**config.mk**
```make
export PLATFORM = sky130hd
export DESIGN_NAME = fisa_ctrl
export DESIGN_NICKNAME = d
export VERILOG_FILES = /design/src/rtl/free_index_stack_allocator_defines.svh /design/src/rtl/fisa_pkg.sv /design/src/rtl/fisa_ctrl.sv
export SDC_FILE = /design/constraint.sdc
export NUM_CORES = 1
export LEC_CHECK = 0
export ABC_AREA = 1
export BUFFER_PORTS_ARGS = -buffer_cell sky130_fd_sc_hd__buf_4
export CAP_MARGIN = 20
export CORE_AREA = 8 8 45 47
export DETAILED_ROUTE_END_ITERATION = 10
export DIE_AREA = 0 0 53 55
export PLACE_DENSITY_LB_ADDON = 0.3
export SYNTH_ARGS = -nofsm -noshare
export SYNTH_HDL_FRONTEND = slang
export SYNTH_SLANG_ARGS = --single-unit
```
**constraint.sdc**
```tcl
create_clock -name clock -period 2.9 [get_ports clock]
set_clock_uncertainty 0.15 [all_clocks]
set_input_delay 0.58 -clock clock [delete_from_list [all_inputs] [get_ports clock]]
set_output_delay 0.58 -clock clock [all_outputs]
set_load 0.01 [all_outputs]
```
**src/rtl/free_index_stack_allocator_defines.svh**
```systemverilog
// Assertion macros shared by the allocator RTL.
// No dependencies; included by files that carry concurrent checks.
`ifndef FREE_INDEX_STACK_ALLOCATOR_DEFINES_SVH
`define FREE_INDEX_STACK_ALLOCATOR_DEFINES_SVH

// Check that is disabled while reset is high.
`define FISA_ASSERT(lbl, clk, rst, prop) \
   lbl: assert property (@(posedge clk) disable iff (rst) prop) \
      else $error("%m: check failed");

// Check that also holds during reset.
`define FISA_ASSERT_ALWAYS(lbl, clk, prop) \
   lbl: assert property (@(posedge clk) prop) \
      else $error("%m: check failed");

`endif

```
**src/rtl/fisa_pkg.sv**
```systemverilog
// Shared widths, codes and control types of the free index stack allocator.
// No dependencies; compile first after the defines header.
package fisa_pkg;

   localparam int unsigned IDX_W      = 10;
   localparam int unsigned OFF_W      = 26;
   localparam int unsigned HEAD_W     = 11;
   localparam int unsigned SLOT_W     = 17;
   localparam int unsigned MODE_W     = 2;
   localparam int unsigned STATUS_W   = 2;
   localparam int unsigned CSR_IDX_W  = 1;
   localparam int unsigned CSR_DATA_W = 17;

   localparam int unsigned POOL_DEPTH_DEFAULT = 1024;

   localparam logic [HEAD_W-1:0] POOL_COUNT_RESET = 11'd1024;
   localparam logic [SLOT_W-1:0] SLOT_BYTES_RESET = 17'd64;

   typedef enum logic [MODE_W-1:0] {
      MODE_ALLOC   = 2'd0,
      MODE_FREE    = 2'd1,
      MODE_RELEASE = 2'd2,
      MODE_ACCESS  = 2'd3
   } mode_type;

   typedef enum logic [STATUS_W-1:0] {
      ST_OK        = 2'd0,
      ST_EMPTY     = 2'd1,
      ST_UNDERFLOW = 2'd2,
      ST_BAD_INDEX = 2'd3
   } status_type;

   typedef enum logic [CSR_IDX_W-1:0] {
      CSR_POOL_COUNT = 1'b0,
      CSR_SLOT_BYTES = 1'b1
   } csr_idx_type;

   // controller -> datapath
   typedef struct packed {
      logic capture;   // latch request payload
      logic exec;      // perform the latched operation, load result
      logic sweep_wr;  // write one identity entry
   } ctrl_cmd_type;

   // datapath -> controller
   typedef struct packed {
      mode_type op;
      logic     rsp_free;
      logic     sweep_done;
   } ctrl_stat_type;

endpackage

```
**src/rtl/fisa_ctrl.sv**
```systemverilog
// Allocator controller: clearing sweep, request accept and execute sequencing.
// Depends on fisa_pkg.
module fisa_ctrl (
   input  logic                    clock,
   input  logic                    reset,
   input  logic                    req_valid,
   output logic                    req_ready,
   input  fisa_pkg::ctrl_stat_type stat,
   output fisa_pkg::ctrl_cmd_type  cmd
);
   import fisa_pkg::*;

   typedef enum logic [2:0] {
      S_SWEEP = 3'b001,
      S_IDLE  = 3'b010,
      S_EXEC  = 3'b100
   } state_type;

   state_type state_ff, state_in;

   always_comb begin
      state_in     = state_ff;
      req_ready    = 1'b0;
      cmd.capture  = 1'b0;
      cmd.exec     = 1'b0;
      cmd.sweep_wr = 1'b0;
      unique case (state_ff)
         S_SWEEP: begin
            cmd.sweep_wr = 1'b1;
            if (stat.sweep_done) begin
               state_in = S_IDLE;
            end
         end
         S_IDLE: begin
            req_ready   = 1'b1;
            cmd.capture = req_valid;
            if (req_valid) begin
               state_in = S_EXEC;
            end
         end
         S_EXEC: begin
            // hold until the output register can take the result
            if (stat.rsp_free) begin
               cmd.exec = 1'b1;
               state_in = (stat.op == MODE_RELEASE) ? S_SWEEP : S_IDLE;
            end
         end
         default: begin
            state_in = S_IDLE;
         end
      endcase
   end

   always_ff @(posedge clock) begin
      if (reset) begin
         state_ff <= S_SWEEP;
      end else begin
         state_ff <= state_in;
      end
   end

endmodule

```
**Word-level counts from Yosys, hierarchy flattened**

Cells that the tools add are included.

- Bits in registers: 3
- Logic and storage cells: 19
- Output and inout port bits: 4

- Mux-type cells: 10
- Reductions and logical operators: 1
- Eq/ne operators: 7

Operators with widths:

| operator | number |
|---|---|
| $mux W3 | 3 |
| $pmux W3 S3 | 1 |
| $ne A2 B2 Y1 const B | 3 |
| $mux W1 | 5 |
| $eq A3 B1 Y1 const B | 1 |
| $eq A3 B2 Y1 const B | 1 |
| $eq A3 B3 Y1 const B | 1 |
| $reduce_and A3 Y1 | 1 |
| $eq A2 B2 Y1 const B | 1 |
| $mux W2 | 1 |

**Logic depth before layout (Yosys ltp)**

- Word-level depth: 4
- Depth in mapped cells: 6
- Depth with buffers taken out: 6

**Worst setup path after synthesis**

Ideal clock, no wire load.

- Kind: register to output
- Start: register state_ff[1]
- End: output port cmd[2] (netlist bit)
- Slack: 1342 ps
- Arrival time: 828 ps
- Cell stages (with the launch flop): 5
- Cells stage by stage: dfxtp_1 -> inv_2 -> nor3_2 -> nand2_1 -> inv_1

RTL lines:

| item | line | source |
|---|---|---|
| from (decl) | fisa_ctrl.sv:19 | `state_type state_ff, state_in;` |
| from (signal assigned) | fisa_ctrl.sv:58 | `state_ff <= state_in;` |
| to (decl) | fisa_ctrl.sv:9 | `output fisa_pkg::ctrl_cmd_type cmd` |

==> impl_metrics.env <==
export IMPL_layout_drive_gt1_share_pct=41.30
export IMPL_synth_top_area_share_pct=30.00
export IMPL_dpl_worst_slack_ns=1.221
export IMPL_power_mw=0.1548
export IMPL_ant_nets=0
export IMPL_drv_slew=0
export IMPL_outcome="finished, final reports clean"
export IMPL_hold_path_depth=2
export IMPL_ys_warnings_count=0
export IMPL_yosys_area_top_type="dfxtp_1"
export IMPL_grt_usage_pct=4.861
export IMPL_cp_max_fo=3
export IMPL_maxCapViolCount=0
export IMPL_top_regs="state_ff x3"
export IMPL_largest_reg_flops=3
export IMPL_syn2layout_area_growth_pct=60.62
export IMPL_overflow=0
export IMPL_synth_area_um2=200.2
export IMPL_crit_type="register to output port"
export IMPL_routabilityCongestion=0.7633
export IMPL_synthArstFlopShare_pct=0
export IMPL_grt_pass1_wl_um=938
export IMPL_syn_nets=39
export IMPL_ys_flop_type="dfxtp_1"
export IMPL_postCtsSetupBuffers=0
export IMPL_cts_max_path_buffers=2
export IMPL_r2r_slack_ns=1.77
export IMPL_seq_area_frac_synth_pct=30.00
export IMPL_synth_area_top_cells="dfxtp_1 (30%), nor2_1 (13%), nand3_1 (10%)"
export IMPL_worst_ep_required_time_ns=2.17
export IMPL_relSlewSlack_pct=84.67
export IMPL_tritoncts="done"
export IMPL_insertion_delay_ns=0.24
export IMPL_rsz0062_at_grt="no"
export IMPL_rr_endpoint="state_ff[1]"
export IMPL_synth_edf_count=0
export IMPL_syn_inst=32
export IMPL_io_buffers=10
export IMPL_dr_pass1_iters=4
export IMPL_ys_seq_elements=3
export IMPL_setup_viol=0
export IMPL_finalNetCount=54
export IMPL_hold_viol=0
export IMPL_fin_crit_sh_pct=64.32
export IMPL_grt_pass1_vias=255
export IMPL_htreeDepth=1
export IMPL_die_w_um=53
export IMPL_postLayoutSetupSlackWorst_ns=1.035
export IMPL_dp_cells=58
export IMPL_worst_pin_slew_ns=0.2287
export IMPL_fin_tns_setup_ns=0
export IMPL_wl_um=536
export IMPL_drc=0
export IMPL_ir_drop_v=0.00008372
export IMPL_cts_hold_buf=0
export IMPL_fmax_mhz=536.1
export IMPL_r2r_start="state_ff[0]"
export IMPL_ys_types=13
export IMPL_post_synth_top_count_cell="nor2_1"
export IMPL_leakagePower_nw=0.1756
export IMPL_wl_per_cell_um=8.645
export IMPL_cts_buffers=3
export IMPL_fin_area_um2=321.6
export IMPL_antenna_found_initial=0
export IMPL_min_to="state_ff[2]"
export IMPL_power_density_mw_per_mm2=481.3
export IMPL_coreArea_mm2=0.001384
export IMPL_cts_resized=0
export IMPL_max_flop_register="state_ff"
export IMPL_cts_reportedPaths_clkPinSlew_ns=0.04
export IMPL_grt_max_degree=7
export IMPL_worstSetupEndpointType="output port"
export IMPL_die_area_mm2=0.002915
export IMPL_root_buffer="clkbuf_4"
export IMPL_avgSynthCellArea_um2=6.256
export IMPL_cts_sinks=3
export IMPL_via_per_inst=3.968
export IMPL_crit_arrival_ns=1.14
export IMPL_n_antenna_cell=0
export IMPL_place_hpwl_um=433.9
export IMPL_std_cell_rows=14
export IMPL_crit_path_start_kind="register"
export IMPL_rr_worst_depth=6
export IMPL_place_area_um2=295.3
export IMPL_drt_iter0_drc=7
export IMPL_ios=11
export IMPL_die_h_um=55
export IMPL_layoutNonFillerInstCount=62
export IMPL_layout_min_cycle_time_ns=1.865
export IMPL_hp_start="reset"
export IMPL_hold_path_class="input port to register"
export IMPL_vias=246
export IMPL_synth_common_cells="nor2_1 (7), inv_1 (5), nand3_1 (4)"
export IMPL_start_util_pct=14.47
==> critical path: stages (launching register included) <==
cell and delay (ns):
dfxtp_1 0.35, inv_2 0.06, nor3_2 0.19, nand2_1 0.11, inv_1 0.07, buf_4 0.11
==> layout make-up <==
class | count | area (um^2)
inverters | 8 | 30.03
multi-input cells | 21 | 110.1
fillers | 163 | 1062
clock buffers | 4 | 26.28
repair buffers | 10 | 75.07
well taps | 16 | 20.02
flip-flops and latches | 3 | 60.06
==> metal layers <==
layer / part of all wire (%) / vias to the layer above / global-route usage [%]
met5: 0 / - / 0
met2: 45 / 10 / 6.836
met3: 15 / 4 / 3.476
met1: 35 / 104 / 3.945
li1: - / 128 / -
met4: 4.7 / 0 / 6.466
==> kinds of logic after synthesis <==
logic type / share of synthesized area (%)
AOI/OAI and AO/OA: 2.498
DFF: 30.00
buffers and inverters: 15.00
and+or+nand+nor: 52.50
==> how the worst max path moves through the flow <==
stage / depth (start not counted) / start / endpoint
global placement: 4 / req_valid / cmd[2]
CTS: 5 / state_ff[1] / cmd[2]
global route: 5 / state_ff[1] / cmd[2]
finish: 5 / state_ff[1] / cmd[2]
floorplan: 4 / state_ff[1] / cmd[2]
detailed placement: 4 / req_valid / cmd[2]
==> cell usage in the layout, fill, tap and decap left out, types with 2 or more instances in the layout <==
master,netlist,final
nand2_1,3,3
nand3_1,4,4
clkbuf_4,0,3
nor2_1,7,7
buf_4,0,10
inv_1,5,5
nand3_2,2,2
inv_2,2,2
dfxtp_1,3,3
==> through the flow <==
step	hold slack, ns	utilization (%)
2_1_floorplan	0.4434	-
3_3_place_gp	0.4815	21.34
3_5_place_dp	0.4869	21.34
4_1_cts	0.3522	23.24
5_1_grt	0.3730	23.24
6_report	0.3582	23.24
==> power breakdown <==
group | switching, mW | internal [mW] | total [mW]
Clock | 0.0244 | 0.0517 | 0.0761
Sequential | 0.00306 | 0.0446 | 0.0477
Combinational | 0.0153 | 0.0156 | 0.0309
Total | 0.0428 | 0.112 | 0.155
Power figures use the tool's default switching activity.
